--- src/rtl/tpps_pkg.sv ---
// ----------------------------------------------------------------------------
// tpps_pkg: shared types and constants of the three plane pixel store
// Holds the payload structs, command and register codes and fixed widths.
// ----------------------------------------------------------------------------
package tpps_pkg;

    localparam int unsigned MAX_PIXELS_DEFAULT = 65536;

    // Computed address: 511 * 1023 + 511 fits in 20 bits.
    localparam int unsigned PIX_ADDR_W = 20;

    localparam logic [9:0] WIDTH_RESET  = 10'd320;
    localparam logic [9:0] HEIGHT_RESET = 10'd200;

    localparam logic [7:0] NIB_HI_MASK = 8'hF0;
    localparam logic [7:0] NIB_LO_MASK = 8'h0F;

    typedef enum logic [1:0] {
        CMD_PUT    = 2'd0,
        CMD_READ   = 2'd1,
        CMD_FILL   = 2'd2,
        CMD_DITHER = 2'd3
    } cmd_t;

    typedef enum logic {
        REG_WIDTH  = 1'b0,
        REG_HEIGHT = 1'b1
    } cfg_reg_t;

    typedef enum logic [1:0] {
        BK_CLEAR = 2'd0,
        BK_IDLE  = 2'd1,
        BK_EXEC  = 2'd2
    } back_state_t;

    typedef struct packed {
        cmd_t       command;
        logic [8:0] pos_x;
        logic [8:0] pos_y;
        logic [2:0] plane_mask;
        logic [7:0] color_value;
        logic [7:0] priority_value;
        logic [7:0] control_value;
    } in_item_t;

    typedef struct packed {
        logic [7:0] visual_out;
        logic [7:0] priority_out;
        logic [7:0] control_out;
        logic [2:0] match_mask;
        logic       out_of_range;
    } out_item_t;

    typedef struct packed {
        logic [7:0] vis;
        logic [7:0] pri;
        logic [7:0] con;
    } plane_word_t;

    // One classified job as it waits between front and back.
    typedef struct packed {
        cmd_t                  command;
        logic [PIX_ADDR_W-1:0] addr;
        logic                  parity;
        logic                  out_of_range;
        logic [2:0]            plane_mask;
        plane_word_t           value;
    } job_t;

endpackage

--- src/rtl/tpps_queue.sv ---
// ----------------------------------------------------------------------------
// tpps_queue: two entry job queue
// Decouples the classifying front from the memory back end.
// ----------------------------------------------------------------------------
module tpps_queue (
    input  logic           clk,
    input  logic           rst_n,
    input  logic           push,
    input  tpps_pkg::job_t push_data,
    output logic           full,
    input  logic           pop,
    output tpps_pkg::job_t head,
    output logic           empty
);
    import tpps_pkg::*;

    job_t       entry_reg [2];
    logic       wr_ptr_reg;
    logic       rd_ptr_reg;
    logic [1:0] count_reg;
    logic [1:0] count_next;

    assign full  = (count_reg == 2'd2);
    assign empty = (count_reg == 2'd0);
    assign head  = entry_reg[rd_ptr_reg];

    always_comb
    begin
        count_next = count_reg;
        if (push && !pop)
        begin
            count_next = count_reg + 2'd1;
        end
        else if (pop && !push)
        begin
            count_next = count_reg - 2'd1;
        end
    end

    always_ff @(posedge clk or negedge rst_n)
    begin
        if (!rst_n)
        begin
            wr_ptr_reg <= 1'b0;
            rd_ptr_reg <= 1'b0;
            count_reg  <= 2'd0;
        end
        else
        begin
            count_reg <= count_next;
            if (push)
            begin
                wr_ptr_reg <= ~wr_ptr_reg;
            end
            if (pop)
            begin
                rd_ptr_reg <= ~rd_ptr_reg;
            end
        end
    end

    always_ff @(posedge clk)
    begin
        if (push)
        begin
            entry_reg[wr_ptr_reg] <= push_data;
        end
    end

endmodule

--- config.mk ---
export PLATFORM = sky130hd
export DESIGN_NAME = tpps_queue
export DESIGN_NICKNAME = d
export VERILOG_FILES = /design/src/rtl/tpps_pkg.sv /design/src/rtl/tpps_queue.sv
export SDC_FILE = /design/constraint.sdc
export NUM_CORES = 1
export LEC_CHECK = 0
export BUFFER_PORTS_ARGS = -buffer_cell sky130_fd_sc_hd__buf_2
export CAP_MARGIN = 20
export CELL_PAD_IN_SITES_DETAIL_PLACEMENT = 0
export CELL_PAD_IN_SITES_GLOBAL_PLACEMENT = 1
export CORE_MARGIN = 2
export CORE_UTILIZATION = 48
export DETAILED_ROUTE_END_ITERATION = 12
export GPL_TIMING_DRIVEN = 0
export PLACE_DENSITY_LB_ADDON = 0.1
export SLEW_MARGIN = 20
export SYNTH_ARGS = -nofsm -noshare
export SYNTH_HDL_FRONTEND = slang
export SYNTH_SLANG_ARGS = --single-unit
--- constraint.sdc ---
create_clock -name clk -period 7.8 [get_ports clk]
set_input_delay 1.17 -clock clk [delete_from_list [all_inputs] [get_ports clk]]
set_output_delay 1.17 -clock clk [all_outputs]
set_load 0.01 [all_outputs]
==> results of run 1 <==
## per-layer routing
layer  part of all wire, %  GRT usage, %  up-vias
li1                      -             -      921
met1                    41         16.11      911
met2                    51         22.28       65
met3                   6.0         3.540        9
met4                   1.7         6.501        0
met5                     0             0        -
## cells in the mapped netlist
library cell | instances | share of area [%]
nor2_1 | 2 | 0.18
xnor2_1 | 1 | 0.21
ha_1 | 1 | 0.30
mux2_4 | 49 | 18
and2_1 | 1 | 0.15
buf_12 | 5 | 2.4
dfrtp_1 | 4 | 2.4
edfxtp_1 | 102 | 74
mux2_2 | 2 | 0.55
buf_6 | 1 | 0.27
inv_1 | 1 | 0.091
nor2b_1 | 2 | 0.30
xor2_1 | 4 | 0.85
## critical path, cell delays in order (launching register included)
cell	delay, ps
dfrtp_1	350
buf_6	180
buf_12	160
mux2_4	310
buf_2	140
## worst paths after layout
| check | from | end | slack, ps | cells past startpoint |
|---|---|---|---|---|
| max in group asynchronous | rst_n | wr_ptr_reg$_DFFE_PN0P_ | 7070 | 1 |
| min in group asynchronous | rst_n | count_reg[0]$_DFFE_PN0P_ | 610 | 1 |
| worst max register to register | wr_ptr_reg$_DFFE_PN0P_ | entry_reg[1][13]$_DFFE_PP_ | 6340 | 1 |
| worst min register to register | count_reg[1]$_DFFE_PN0P_ | count_reg[1]$_DFFE_PN0P_ | 510 | 1 |
| worst min-delay path | count_reg[1]$_DFFE_PN0P_ | count_reg[1]$_DFFE_PN0P_ | 510 | 1 |
| worst max-delay path | rd_ptr_reg$_DFFE_PN0P_ | head[5] | 5150 | 4 |
## layout make-up
class	instances	area [µm²]	share of cell area (%)
Multi-Input combinational cell	62	850.8	16.81
Sequential cell	106	3163	62.48
Timing Repair Buffer	109	590.6	11.67
Buffer	6	111.4	2.200
Tap cell	105	131.4	2.595
Clock inverter	4	76.32	1.508
Inverter	1	3.754	0.07415
Clock buffer	12	135.1	2.669
## cell families after synthesis
kind of cell	synth area share, %
and+or+nand+nor	0.6380
DFF	76.79
muxes	18.41
xor gates and xnor gates	1.063
buffers and inverters	2.795
adders and majority gates	0.3037
## cell usage in the layout, fill, tap and decap left out, drive strengths merged
master,count
and2,1
buf,115
bufinv,2
clkbuf,12
clkinv,1
clkinvlp,1
dfrtp,4
edfxtp,102
ha,1
inv,1
mux2,51
nor2,2
nor2b,2
xnor2,1
xor2,4
## power by group through the flow
stage	Clock (mW)	Sequential [mW]	Combinational [mW]
after floorplan	0	0.799	0.452
after global placement	0	0.807	0.628
after detailed placement	0	0.804	0.650
after CTS	0.359	0.791	0.652
after global routing	0.387	0.799	0.680
final	0.350	0.789	0.637
==> flow_summary.rst, run 1 <==
.. list-table::
   :header-rows: 1

   * - Metric
     - Value
   * - Largest buffer count on any clock path
     - 2
   * - Final count of hold timing violations
     - 0
   * - Number of iterations in the first detailed-routing pass
     - 4
   * - Crit path setup slack, layout
     - between 5000 and 6000 ps
   * - Minimum hold slack
     - between 500 and 600 ps
   * - Iter 0 DRT Violations
     - 64
   * - Number of flip-flops in the largest register
     - approximately 100
   * - Category of the worst setup path capture point
     - output port
   * - Placed Cells
     - between 300 and 400
   * - Portion of total power attributed to the clock network
     - around a fifth
   * - Mean routed wirelength per cell
     - roughly 15 µm
   * - Setup repair after global routing missed its margin
     - no
   * - Total of buffers placed on input and output ports
     - approximately 110
   * - Power density over the cells
     - approximately 350 mW/mm²
   * - Post-route antenna net violation count
     - 0
   * - Leftover overflow at the end of global routing
     - 0
   * - Worst voltage drop across the vdd grid
     - 156.4 µV
   * - Cell Int Power
     - 1.289 mW
   * - Pre-CTS setup slack
     - 5441 ps
   * - Cell leakage power
     - approximately 2.1 nW
   * - Number of flip-flops and latches in the synthesized netlist
     - between 100 and 150
   * - Die footprint
     - 0.009338 mm²
   * - Buffer type at the clock tree root
     - clkbuf_8
   * - Largest net degree at the start of global routing
     - 52
   * - Post-route insts no fill
     - about 410
   * - Area of the placeable core
     - roughly 0.0083 mm²
   * - DRC violation count after routing
     - 0
   * - Number of warnings issued by yosys
     - 0
   * - Total via count in the routed design
     - 1,906
   * - Total of hold buffers inserted after clock tree synthesis
     - 0
   * - Proportion of layout cells with a drive suffix above 1
     - between 60% and 70%
   * - Switch share
     - 27.41%
   * - Total of cells resized after clock tree synthesis
     - 0
   * - Count of endpoints failing setup in the final report
     - 0
   * - Sequential fraction of the synthesis area
     - 76.79%
   * - Worst Path Class, Setup
     - register to output port
   * - Layout Cell Area excl Fill
     - approximately 0.0051 mm²
   * - Number of antenna violations at the first check in global routing
     - 0
   * - Post-CTS setup-driven buffer insertion count
     - 0
   * - Relative contribution of combinational cells to total power
     - approximately 36%
   * - Maximum clock frequency
     - 377.5 MHz
   * - TritonCTS clock tree
     - done
   * - Clock network latency to the later pin of the worst-skew pair
     - ~350 ps
   * - Synth-to-Final Area Change
     - 22.90%
   * - Outcome
     - finished, final reports clean
   * - Worst Setup Start Kind
     - register
   * - Antenna cells
     - 0
   * - CP Data Required Time
     - 6630 ps
   * - Final core utilization
     - between 60% and 70%
   * - Area of the mapped netlist
     - about 0.0041 mm²
   * - Floorplan die width
     - slightly below 100 µm
   * - Tot GR Track Use
     - a little over an eighth
   * - CP Data Arrival Time
     - between 1000 and 1500 ps
   * - Crit share post-route
     - between 30 and 40%
   * - Placement Rows
     - 33
   * - Vertical die dimension
     - roughly 97 µm
   * - Minimum period implied by the final worst setup slack
     - around 2600 ps
   * - Final Total Pwr
     - 1.776 mW
   * - Total net switching power
     - just under 500 µW
   * - Sinks on Clock Net
     - 106
   * - Number of slew-limit violations in the final report
     - 0
   * - Worst-margin pin slew
     - 698.5 ps
   * - Post-synthesis cell count
     - between 150 and 200
   * - HPWL after detailed placement
     - roughly 4.2 mm
   * - I/O pin count
     - about 110
   * - Mean post-synth cell area
     - ~24 µm²
   * - Reg power frac
     - 44.4%
   * - Via-to-Cell Ratio
     - 4.706
   * - Initial Util
     - 49.88%
   * - Last weighted congestion value of the routability-driven placer
     - 0.6603
   * - Type of the tightest min-delay check
     - register to register
   * - Worst-case clock skew
     - about 7.7 ps
   * - Clock slew seen by the registers of the worst setup and hold paths
     - 90 ps
   * - Filler cell count
     - between 600 and 700
   * - Worst slew margin relative to its limit
     - 53.43%
   * - Final nets
     - between 300 and 400
   * - Max-capacitance violation count
     - 0
   * - Syn nets
     - 231
   * - Number of H-tree branching levels
     - 3
   * - Biggest fanout along the worst timing path
     - 10
   * - Setup TNS
     - 0 ps
   * - Number of distinct library cells after synthesis
     - 13
   * - Routed wire length
     - 6.146 mm
   * - Number of buffers added by the clock tree synthesis step
     - 9
   * - Area after detailed placement
     - just under 0.005 mm²
   * - Number of global-route vias before repair
     - slightly below 2,000
   * - Wire length of the first global-routing pass
     - between 9 and 10 mm
Power figures use the tool's default switching activity.
==> inputs of run 2 (changes only) <==
- CORE_UTILIZATION: 48 -> 44
- clock period: 7.8 -> 2.73 ns (I/O delays scaled with it)
==> flow_summary.rst, run 2 (synthesis results as in run 1) <==
.. list-table::
   :header-rows: 1

   * - Metric
     - Value
   * - Cell leakage power
     - 2.063 nW
   * - Wire length of the first global-routing pass
     - around 9.7 mm
   * - Maximum clock frequency
     - ~530 MHz
   * - Iter 0 DRT Violations
     - 36
   * - Proportion of layout cells with a drive suffix above 1
     - 60.60%
   * - Worst R2R End
     - entry_reg[0][5]$_DFFE_PP_
   * - Number of slew-limit violations in the final report
     - 0
   * - Last weighted congestion value of the routability-driven placer
     - between 0.6 and 0.7
   * - Post-route antenna net violation count
     - 0
   * - Number of buffers added by the clock tree synthesis step
     - 9
   * - Outcome
     - finished, final reports clean
   * - Buffer type at the clock tree root
     - clkbuf_8
   * - Antenna cells
     - 0
   * - Minimum hold slack
     - between 200 and 250 ps
   * - Critical Path Start
     - rd_ptr_reg$_DFFE_PN0P_
   * - Pre-CTS setup slack
     - about 1100 ps
   * - Routed wire length
     - 6.474 mm
   * - Tot GR Track Use
     - 13.05%
   * - Placement Rows
     - 35
   * - Total via count in the routed design
     - 1,938
   * - Worst-case clock skew
     - 8.258 ps
   * - Initial Util
     - a little under half
   * - Largest buffer count on any clock path
     - 2
   * - Max-capacitance violation count
     - 0
   * - Setup TNS
     - 0 ps
   * - Synth-to-Final Area Change
     - 22.81%
   * - Leftover overflow at the end of global routing
     - 0
   * - Crit path setup slack, layout
     - 839.0 ps
   * - Count of endpoints failing setup in the final report
     - 0
   * - Sinks on Clock Net
     - around 110
   * - Worst-margin pin slew
     - about 540 ps
   * - Clock slew seen by the registers of the worst setup and hold paths
     - about 100 ps
   * - Via-to-Cell Ratio
     - roughly 4.7
   * - Area of the placeable core
     - slightly above 0.009 mm²
   * - Final count of hold timing violations
     - 0
   * - Setup repair after global routing missed its margin
     - no
   * - Final Total Pwr
     - roughly 5 mW
   * - Number of global-route vias before repair
     - approximately 1,900
   * - Crit share post-route
     - about 69%
   * - Number of flip-flops in the largest register
     - between 100 and 150
   * - HPWL after detailed placement
     - about 4.4 mm
   * - Filler cell count
     - ~730
   * - Power density over the cells
     - 976.4 mW/mm²
   * - Category of the worst setup path capture point
     - output port
   * - I/O pin count
     - roughly 110
   * - CP endpoint
     - head[26]
   * - Vertical die dimension
     - approximately 100 µm
   * - Number of H-tree branching levels
     - 3
   * - Minimum period implied by the final worst setup slack
     - roughly 1900 ps
   * - Most common library cell in the layout ignoring fill and taps
     - buf_2
   * - Leading cell types in the layout, fill and taps excluded
     - 107 x buf_2, 102 x edfxtp_1, 49 x mux2_4
   * - Biggest fanout along the worst timing path
     - 10
   * - Clock network latency to the later pin of the worst-skew pair
     - around 360 ps
   * - CP Data Required Time
     - 2320 ps
   * - R2R cell count
     - 2
   * - Number of antenna violations at the first check in global routing
     - 0
   * - Worst slew margin relative to its limit
     - roughly 64%
   * - DRC violation count after routing
     - 0
   * - Worst Path Class, Setup
     - register to output port
   * - Floorplan die width
     - a little over 100 µm
   * - Worst voltage drop across the vdd grid
     - around 460 µV
   * - Number of iterations in the first detailed-routing pass
     - 4
   * - Mean routed wirelength per cell
     - between 15 and 20 µm
   * - Final nets
     - 353
   * - Largest net degree at the start of global routing
     - 30
   * - Final core utilization
     - around 55%
   * - TritonCTS clock tree
     - done
   * - Reg-to-reg setup timing slack
     - approximately 1300 ps
   * - Total of buffers placed on input and output ports
     - roughly 110
   * - R2r startpoint
     - wr_ptr_reg$_DFFE_PN0P_
   * - Worst Setup Start Kind
     - register
   * - Die footprint
     - between 0.01 and 0.015 mm²
   * - Type of the tightest min-delay check
     - primary input to register
   * - CP Data Arrival Time
     - between 1000 and 1500 ps
run 2: changes by cell type in the layout (fill, tap and decap cells not counted):
cell / change
inv_6: +1
clkbuf_1: -2
clkinv_4: +1
buf_12: +1
clkinv_1: +1
clkinv_2: +1
dlygate4sd3_1: +1
bufinv_16: -2
run 2: report_power, final:
group	switching (mW)	leakage, nW	internal, mW
logic	0.829	0.974	1.02
clock network	0.508	0.0843	0.334
registers	0.0907	1.00	2.16
total	1.43	2.06	3.51
run 2: layout make-up:
type	count	area, µm²	area share (%)
Sequential cell	106	3163	62.53
Multi-Input combinational cell	62	850.8	16.82
Timing Repair Buffer	111	620.6	12.27
Tap cell	111	138.9	2.745
Clock buffer	10	127.6	2.523
Buffer	6	111.4	2.201
Clock inverter	6	42.54	0.8410
Inverter	1	3.754	0.07420
run 2: what timing repair did:
action / in CTS / in global routing
hold endpoints to repair: 4 / 0
buffers inserted: 0 / 0
endpoints found under the setup margin: 0 / 0
hold buffers: 1 / 0
resized for setup: 0 / 0
run 2: layer usage:
layer,track usage [%],vias up,part of all wire (%),wire length [µm]
li1,-,924,-,-
met1,15.22,939,40,2585
met2,21.95,64,51,3330
met3,4.022,11,6.7,435
met4,6.322,0,1.9,122
met5,0,-,0,0
run 2: through the flow:
step	cells	instance area (µm²)
after floorplan	175	4121
after global placement	393	4796
after detailed placement	396	4878
after CTS	413	5059
after global routing	413	5059
final	413	5059
run 2: how the worst min path moves through the flow:
stage	depth (start not counted)	from	to	slack (ps)
2_1_floorplan	0	rst_n	count_reg[0]$_DFFE_PN0P_	110
3_3_place_gp	1	rst_n	count_reg[1]$_DFFE_PN0P_	220
3_5_place_dp	1	rst_n	count_reg[1]$_DFFE_PN0P_	220
4_1_cts	1	push_data[47]	entry_reg[1][47]$_DFFE_PP_	220
5_1_grt	1	push_data[47]	entry_reg[0][47]$_DFFE_PP_	210
6_report	1	push_data[0]	entry_reg[0][0]$_DFFE_PP_	230
run 2: critical path, stage by stage (launching register included):
cell and delay, ps:
dfrtp_1 380, buf_6 160, buf_12 160, mux2_4 300, buf_2 140
