[src/rtl/tpps_pkg.sv]
// ----------------------------------------------------------------------------
// tpps_pkg: shared types and constants of the three plane pixel store
// Holds the payload structs, command and register codes and fixed widths.
// ----------------------------------------------------------------------------
package tpps_pkg;

    localparam int unsigned MAX_PIXELS_DEFAULT = 65536;

    // Computed address: 511 * 1023 + 511 fits in 20 bits.
    localparam int unsigned PIX_ADDR_W = 20;

    localparam logic [9:0] WIDTH_RESET  = 10'd320;
    localparam logic [9:0] HEIGHT_RESET = 10'd200;

    localparam logic [7:0] NIB_HI_MASK = 8'hF0;
    localparam logic [7:0] NIB_LO_MASK = 8'h0F;

    typedef enum logic [1:0] {
        CMD_PUT    = 2'd0,
        CMD_READ   = 2'd1,
        CMD_FILL   = 2'd2,
        CMD_DITHER = 2'd3
    } cmd_t;

    typedef enum logic {
        REG_WIDTH  = 1'b0,
        REG_HEIGHT = 1'b1
    } cfg_reg_t;

    typedef enum logic [1:0] {
        BK_CLEAR = 2'd0,
        BK_IDLE  = 2'd1,
        BK_EXEC  = 2'd2
    } back_state_t;

    typedef struct packed {
        cmd_t       command;
        logic [8:0] pos_x;
        logic [8:0] pos_y;
        logic [2:0] plane_mask;
        logic [7:0] color_value;
        logic [7:0] priority_value;
        logic [7:0] control_value;
    } in_item_t;

    typedef struct packed {
        logic [7:0] visual_out;
        logic [7:0] priority_out;
        logic [7:0] control_out;
        logic [2:0] match_mask;
        logic       out_of_range;
    } out_item_t;

    typedef struct packed {
        logic [7:0] vis;
        logic [7:0] pri;
        logic [7:0] con;
    } plane_word_t;

    // One classified job as it waits between front and back.
    typedef struct packed {
        cmd_t                  command;
        logic [PIX_ADDR_W-1:0] addr;
        logic                  parity;
        logic                  out_of_range;
        logic [2:0]            plane_mask;
        plane_word_t           value;
    } job_t;

endpackage

[src/rtl/tpps_if.sv]
// ----------------------------------------------------------------------------
// tpps_if: valid/ready channels of the three plane pixel store
// One interface for the command channel and one for the result channel.
// ----------------------------------------------------------------------------
interface tpps_in_if;
    import tpps_pkg::*;

    logic     valid;
    logic     ready;
    in_item_t data;

    modport source (output valid, output data, input ready);
    modport sink   (input valid, input data, output ready);
endinterface


[src/rtl/tpps_front.sv]
// ----------------------------------------------------------------------------
// tpps_front: command intake and classification
// Holds the screen size registers, forms the pixel address and range flag.
// ----------------------------------------------------------------------------
module tpps_front #(
    parameter int unsigned MAX_PIXELS = tpps_pkg::MAX_PIXELS_DEFAULT
) (
    input  logic               clk,
    input  logic               rst_n,
    input  logic               cfg_we,
    input  tpps_pkg::cfg_reg_t cfg_index,
    input  logic [9:0]         cfg_data,
    tpps_in_if.sink            in_ch,
    input  logic               clear_busy,
    input  logic               queue_full,
    output logic               push,
    output tpps_pkg::job_t     push_data
);
    import tpps_pkg::*;

    logic [9:0]            width_reg;
    logic [9:0]            height_reg;
    logic [18:0]           row_base;
    logic [PIX_ADDR_W-1:0] addr;
    logic                  oor;

    assign in_ch.ready = !queue_full && !clear_busy;
    assign push        = in_ch.valid && in_ch.ready;

    always_comb
    begin
        row_base = {10'd0, in_ch.data.pos_y} * {9'd0, width_reg};
        addr     = {1'b0, row_base} + {11'd0, in_ch.data.pos_x};
        oor      = ({1'b0, in_ch.data.pos_x} >= width_reg)
                || ({1'b0, in_ch.data.pos_y} >= height_reg)
                || ({1'b0, addr} >= (PIX_ADDR_W + 1)'(MAX_PIXELS));

        push_data.command      = in_ch.data.command;
        push_data.addr         = addr;
        push_data.parity       = in_ch.data.pos_x[0] ^ in_ch.data.pos_y[0];
        push_data.out_of_range = oor;
        push_data.plane_mask   = in_ch.data.plane_mask;
        push_data.value.vis    = in_ch.data.color_value;
        push_data.value.pri    = in_ch.data.priority_value;
        push_data.value.con    = in_ch.data.control_value;
    end

    always_ff @(posedge clk or negedge rst_n)
    begin
        if (!rst_n)
        begin
            width_reg  <= WIDTH_RESET;
            height_reg <= HEIGHT_RESET;
        end
        else if (cfg_we)
        begin
            case (cfg_index)
                REG_WIDTH:  width_reg  <= cfg_data;
                REG_HEIGHT: height_reg <= cfg_data;
                default:    width_reg  <= width_reg;
            endcase
        end
    end

endmodule

[src/flat_wrapper.sv]
// flat-port wrapper written by rule: the top's interface ports become plain ports
module tpps_front_flat import tpps_pkg::*;
#(
    parameter int unsigned MAX_PIXELS = tpps_pkg::MAX_PIXELS_DEFAULT
)
  (clk, rst_n, cfg_we, cfg_index, cfg_data, clear_busy, queue_full, push, push_data, in_ch_valid, in_ch_data, in_ch_ready);
  tpps_in_if in_ch_i ();
  input  logic clk;
  input  logic rst_n;
  input  logic cfg_we;
  input  tpps_pkg::cfg_reg_t cfg_index;
  input  logic [9:0] cfg_data;
  input  logic clear_busy;
  input  logic queue_full;
  output logic push;
  output tpps_pkg::job_t push_data;
  input wire logic [$bits(in_ch_i.valid)-1:0] in_ch_valid;
  input wire logic [$bits(in_ch_i.data)-1:0] in_ch_data;
  output wire logic [$bits(in_ch_i.ready)-1:0] in_ch_ready;
  assign in_ch_i.valid = in_ch_valid;
  assign in_ch_i.data = in_ch_data;
  assign in_ch_ready = in_ch_i.ready;
  tpps_front #(.MAX_PIXELS(MAX_PIXELS)) u_core (.clk(clk), .rst_n(rst_n), .cfg_we(cfg_we), .cfg_index(cfg_index), .cfg_data(cfg_data), .in_ch(in_ch_i), .clear_busy(clear_busy), .queue_full(queue_full), .push(push), .push_data(push_data));
endmodule
[config.mk]
export PLATFORM = sky130hd
export DESIGN_NAME = tpps_front_flat
export DESIGN_NICKNAME = d
export VERILOG_FILES = /design/src/rtl/tpps_pkg.sv /design/src/rtl/tpps_if.sv /design/src/rtl/tpps_front.sv /design/src/flat_wrapper.sv
export SDC_FILE = /design/constraint.sdc
export NUM_CORES = 1
export LEC_CHECK = 0
export BUFFER_PORTS_ARGS = -buffer_cell sky130_fd_sc_hd__buf_2
export CORE_ASPECT_RATIO = 1.2
export CORE_UTILIZATION = 25
export DETAILED_ROUTE_END_ITERATION = 10
export GPL_TIMING_DRIVEN = 0
export PLACE_DENSITY = 0.42
export SETUP_SLACK_MARGIN = 0.4
export SYNTH_ARGS = -nofsm -noshare
export SYNTH_HDL_FRONTEND = slang
export SYNTH_SLANG_ARGS = --single-unit
export TNS_END_PERCENT = 30
[constraint.sdc]
create_clock -name clk -period 9 [get_ports clk]
set_input_delay 1.35 -clock clk [delete_from_list [all_inputs] [get_ports clk]]
set_output_delay 1.35 -clock clk [all_outputs]
set_load 0.02 [all_outputs]
==> results of run 1 <==
-- worst register-to-register path, cell delays in order, from the launching register on --
cell and delay (ns):
dfstp_2 0.52, clkbuf_1 0.40, inv_1 0.14, o21ai_0 0.18
-- cell usage in the layout (no fill, tap or decap), types with 2 or more instances in the layout --
| cell | instances |
|---|---|
| a2111oi_0 | 2 |
| a211oi_1 | 2 |
| a21o_1 | 9 |
| a21oi_1 | 15 |
| a21oi_2 | 2 |
| a221oi_2 | 3 |
| a31oi_1 | 3 |
| and2_1 | 46 |
| and3_1 | 3 |
| buf_2 | 86 |
| buf_4 | 30 |
| clkbuf_1 | 15 |
| clkbuf_16 | 3 |
| clkbuf_2 | 5 |
| clkbuf_4 | 2 |
| dfrtp_1 | 15 |
| dfstp_2 | 5 |
| fa_1 | 63 |
| ha_1 | 75 |
| inv_1 | 90 |
| mux2_2 | 12 |
| nand2_1 | 60 |
| nand2b_1 | 2 |
| nand4_1 | 3 |
| nor2_1 | 13 |
| nor2b_1 | 2 |
| o211ai_1 | 3 |
| o21a_1 | 4 |
| o21ai_0 | 13 |
| o21bai_1 | 2 |
| xnor2_1 | 9 |
| xor2_1 | 8 |
-- worst max path at each step --
stage                         startpoint             to  slack, ns
final                     in_ch_data[35]  push_data[27]       0.65
after global routing      in_ch_data[34]  push_data[27]       0.40
after CTS                 in_ch_data[29]  push_data[27]       0.42
after detailed placement  in_ch_data[29]  push_data[27]       0.19
after global placement    in_ch_data[29]  push_data[27]       0.24
after floorplan           in_ch_data[29]  push_data[27]       1.08
-- metal layers --
metal	track usage, %	share of wire [%]	up-vias
met5	0	0	-
met4	0.896	0.42	0
met3	0.735	2.3	4
met2	23.8	55	77
met1	15.6	42	1896
li1	-	-	1834
-- logic make-up (layout without fill, tap and decap cells) --
| logic type | Yosys count | count (layout) | synth area share, % |
|---|---|---|---|
| and+or+nand+nor | 132 | 132 | 13.6 |
| buffers and inverters | 141 | 231 | 13.4 |
| DFF | 20 | 20 | 10.6 |
| xor gates and xnor gates | 17 | 17 | 3.12 |
| adders and majority gates | 139 | 139 | 46.3 |
| AOI/OAI and AO/OA | 69 | 69 | 10.1 |
| muxes | 12 | 12 | 2.83 |
-- per-stage QoR --
step	worst slack, ns	instance area, sq um
6_report	0.646	5640
5_1_grt	0.405	5640
4_1_cts	0.423	5610
3_5_place_dp	0.188	5520
3_3_place_gp	0.243	5520
2_1_floorplan	1.08	4770
-- final cells by class --
cell class | instances | area share (%)
buffer | 51 | 5.64
clock buffer | 4 | 1.40
inverter | 90 | 5.99
multi-input combinational | 369 | 64.7
sequential | 20 | 8.99
tap | 256 | 5.68
timing repair buffer | 86 | 7.63
-- what timing repair did --
item,CTS,global route
buffers inserted,0,0
resized for setup,7,8
setup endpoints to repair,1,1
pin swaps,0,1
endpoints found under the hold margin,0,0
==> qor.csv, run 1 <==
metric,value,unit
crit_family,adder cells,
finalSetupViolCount,0,
drt-total-wl,12000,microns
track_usage,12.4,%
timing.rr.end,u_core.width_reg[8],
path_clk_slew,0.05,ns
syn_area_per_cell,9.01,sq um
firstDrtPassIters,4,
worstPathArrival,7.00,ns
cp.depth,21,
cp_max_fo,10,
antennaDiodeCount,0,
hold_viol_final,0,
outcome,"complete, no violations",
synth_largest_area_cell,fa_1,
synth.top_cell.area_share,26.4,%
endpoint_kind,primary output,
h-tree-depth,1,
ys_ff_latch,20,
max-cap-violations,0,
drt_iter0_markers,109,
yosys_warnings,0,
synth_seq_area_share,10.6,%
final_cells,876,
ys_async_sr_fraction,100,%
port_buffers,86,
clk_path_buf_depth,2,
reg2reg_from,u_core.width_reg[8],
slew_violations,0,
cp.required,7.65,ns
worst_path_max_delay_cell,fa_1,
grt_max_degree,21,
fin_worst_skew,0,ns
area_growth,18.1,%
first_global_vias,3876,
clock_latency,0.25,ns
holdWs,0.516,ns
ys_top_cells_by_count,"inv_1, ha_1, fa_1",
antenna_left,0,
vias_per_cell,4.35,
routedWlPerCell,13.7,microns
yosysUniqueCellTypes,43,
grt_pass1_wl,19400,microns
ys_top_cells_by_area,"fa_1, ha_1, dfrtp_1",
max_freq,0.120,GHz
hold_class,reg2reg,
placed_cells,872,
drcViolationCount,0,
synth_most_common_cell,inv_1,
synth-main-ff-cell,dfrtp_1,
r2r_cells,3,
utilization,30.0,%
die-width,128,microns
n_fill_cell,2076,
min_from,u_core.height_reg[2],
dr_total_vias,3811,
crit_buf_inv,7,
tightest_slew,0.620,ns
clock_sinks,20,
min_to,u_core.height_reg[2],
place_congestion,0.797,
period_share,92.8,%
synth_cells,530,
die_y,153,microns
cts-root-buf,clkbuf_16,
synth_nets,733,
num_rows,55,
start_kind,input pin,
grt_overflow,0,
cpMostUsedCell,fa_1,
synth-edff-count,0,
dp_hpwl,10200,microns
synth_area,4770,sq um
worstPathCellList,buf_2 -> clkbuf_2 -> nand2_1 -> fa_1 -> fa_1 -> inv_1 -> fa_1 -> fa_1 -> inv_1 -> fa_1 -> inv_1 -> ha_1 -> nand2_1 -> o211ai_1 -> a221oi_2 -> o211ai_1 -> xor2_1 -> or3_1 -> or4_4 -> buf_4 -> buf_2,
coreArea,18800,sq um
min_period,8.35,ns
die_area,19700,sq um
fin_nets,824,
antenna_found_initial,0,
io_pins,117,
hold_buffers,0,
critPathKind,in2out,
cts_tree,yes,
tns,0,ns
initial_core_util,25.4,%
layout-drive-gt1-share,24.7,%
r2r_slack,7.69,ns
cts_buffers,3,
cpPeakStageDelay,0.54,ns
rsz0062_at_grt,false,
multiInputGateArea,3650,sq um
seq_area,507,sq um
slew_headroom,58.1,%
whs_path_depth,1,
Power of run 1 is left out: the tool's default activity adds up to more than one toggle a clock period on the data nets, which glitch-free logic cannot reach.
==> inputs of run 2 (changes only) <==
--- a/config.mk
+++ b/config.mk
@@ -11,6 +11,7 @@
 export DETAILED_ROUTE_END_ITERATION = 10
 export GPL_TIMING_DRIVEN = 0
 export PLACE_DENSITY = 0.42
+export REMOVE_ABC_BUFFERS = 1
 export SETUP_SLACK_MARGIN = 0.4
 export SYNTH_ARGS = -nofsm -noshare
 export SYNTH_HDL_FRONTEND = slang
==> run 2 against run 1 <==
Maximum frequency increased by 1.8%; global-route usage grew 0.25 points; setup slack better by 0.15 ns; non-clock buffer count fell by 79; sequential share of layout area increased by 0.83 points; core utilization down 2.5 points; design area shrank 8.5%; hold slack got worse by 0.011 ns; first-iteration DRC count down 19%; clock skew unchanged; wire length about the same; final cell count fell by 9.0%; critical path type unchanged; highest routed layer unchanged.
==> qor.csv, run 2 (synthesis results as in run 1) <==
metric,value,unit,change
outcome,"complete, no violations",,
fin_worst_skew,0,ns,unchanged
clock_sinks,20,,unchanged
met2WireLength,5940,microns,-10%
clk_path_buf_depth,2,,unchanged
coreArea,18800,sq um,unchanged
first_global_vias,3835,,-1.1%
num_rows,55,,unchanged
io_pins,117,,unchanged
place_congestion,0.769,,-3.6%
finalSetupViolCount,0,,unchanged
die-width,128,microns,unchanged
routedWlPerCell,15.0,microns,+9.8%
firstDrtPassIters,4,,unchanged
cts_tree,yes,,
period_share,91.2,%,-1.6 points
dp_hpwl,10200,microns,-0.29%
endpoint_kind,primary output,,
tightest_slew,1.07,ns,+0.451 ns
final_cell_mix,"inv_1, ha_1, fa_1, nand2_1, buf_2",,
tns,0,ns,unchanged
drcViolationCount,0,,unchanged
grt_max_degree,21,,unchanged
utilization,27.5,%,-2.5 points
min_period,8.21,ns,-0.147 ns
dr_wl_met3,662,microns,+140%
crit_path_start,in_ch_data[29],,
hold_viol_final,0,,unchanged
cp_max_fo,11,,+1
slew_headroom,28.4,%,-30 points
min_from,u_core.height_reg[4],,
die_area,19700,sq um,unchanged
port_buffers,58,,-33%
rsz0062_at_grt,false,,
grt_pass1_wl,19900,microns,+2.8%
cp.required,7.65,ns,about the same
slew_violations,0,,unchanged
clock_latency,0.25,ns,about the same
path_clk_slew,0.05,ns,about the same
final_cells,797,,-9.0%
h-tree-depth,1,,unchanged
cts_buffers,3,,unchanged
hold_class,reg2reg,,
grt_overflow,0,,unchanged
placed_cells,793,,-9.1%
antennaDiodeCount,0,,unchanged
wl_met1,5320,microns,+5.9%
n_fill_cell,2062,,-0.67%
layout-drive-gt1-share,15.9,%,-8.8 points
worstPathArrival,6.86,ns,-0.14 ns
final_common_cell,inv_1,,
vias_per_cell,4.44,,+2.1%
max_freq,0.122,GHz,+1.8%
area_growth,8.15,%,
antenna_found_initial,0,,unchanged
routed.top_layer,met4,,
reg2reg_from,u_core.width_reg[3],,
initial_core_util,25.4,%,unchanged
die_y,153,microns,unchanged
critPathKind,in2out,,
postCtsSetupBuffers,0,,unchanged
track_usage,12.7,%,+0.25 points
holdWs,0.505,ns,-0.0112 ns
fin_nets,745,,-9.6%
start_kind,input pin,,
cts-root-buf,clkbuf_16,,
drt-total-wl,12000,microns,about the same
max-cap-violations,0,,unchanged
dr_total_vias,3541,,-7.1%
antenna_left,0,,unchanged
drt_iter0_markers,88,,-19%
==> run 2: cell count changes in the layout (fill, tap and decap cells not counted), sizes merged <==
cell | before | now
clkbuf | 25 | 4
buf | 116 | 58
==> run 2: cell type report <==
type                       instances  area [sq um]  area share, %
clock buffer                       4          78.8           1.53
inverter                          90           338           6.54
multi-input combinational        369          3630           70.3
sequential                        20           507           9.82
tap                              256           320           6.20
timing repair buffer              58           290           5.62
==> run 2: worst max-delay path: stages <==
cell	delay, ns
buf_2	0.22
nand2_1	0.11
fa_1	0.56
inv_1	0.05
fa_1	0.49
inv_1	0.05
fa_1	0.48
fa_1	0.56
inv_1	0.05
fa_1	0.45
ha_1	0.39
a21oi_2	0.23
o211ai_1	0.12
a221oi_1	0.38
o211ai_1	0.19
xor2_1	0.19
or3_1	0.39
or4_4	0.41
buf_2	0.17
==> run 2: path summary, 6_finish.rpt <==
check                                  endpoint  slack [ns]  depth (start not counted)
max in group asynchronous   u_core.width_reg[8]        7.61                          1
max                               push_data[27]        0.79                         19
min                        u_core.height_reg[4]        0.50                          1
max reg2reg                 u_core.width_reg[3]        8.00                          2
min reg2reg                u_core.height_reg[4]        0.50                          1
min in group asynchronous  u_core.height_reg[8]        1.05                          1
==> run 2: per-stage QoR <==
stage,setup WS (ns),instance area (sq um)
floorplan,1.47,4470
global placement,0.729,5080
detailed placement,0.643,5080
CTS,0.644,5160
global route,0.494,5160
finish,0.793,5160
==> run 2: timing repair <==
| action | CTS | global route |
|---|---|---|
| hold buffers | 0 | 0 |
| gates resized for setup | 0 | 1 |
| setup endpoints to repair | 0 | 1 |
==> run 2: routing by layer <==
layer | up-vias | global-route usage, %
li1 | 1677 | -
met1 | 1779 | 16.6
met2 | 81 | 22.2
met3 | 4 | 2.52
met4 | 0 | 0.672
met5 | - | 1.02
Power of run 2 is left out for the same reason.
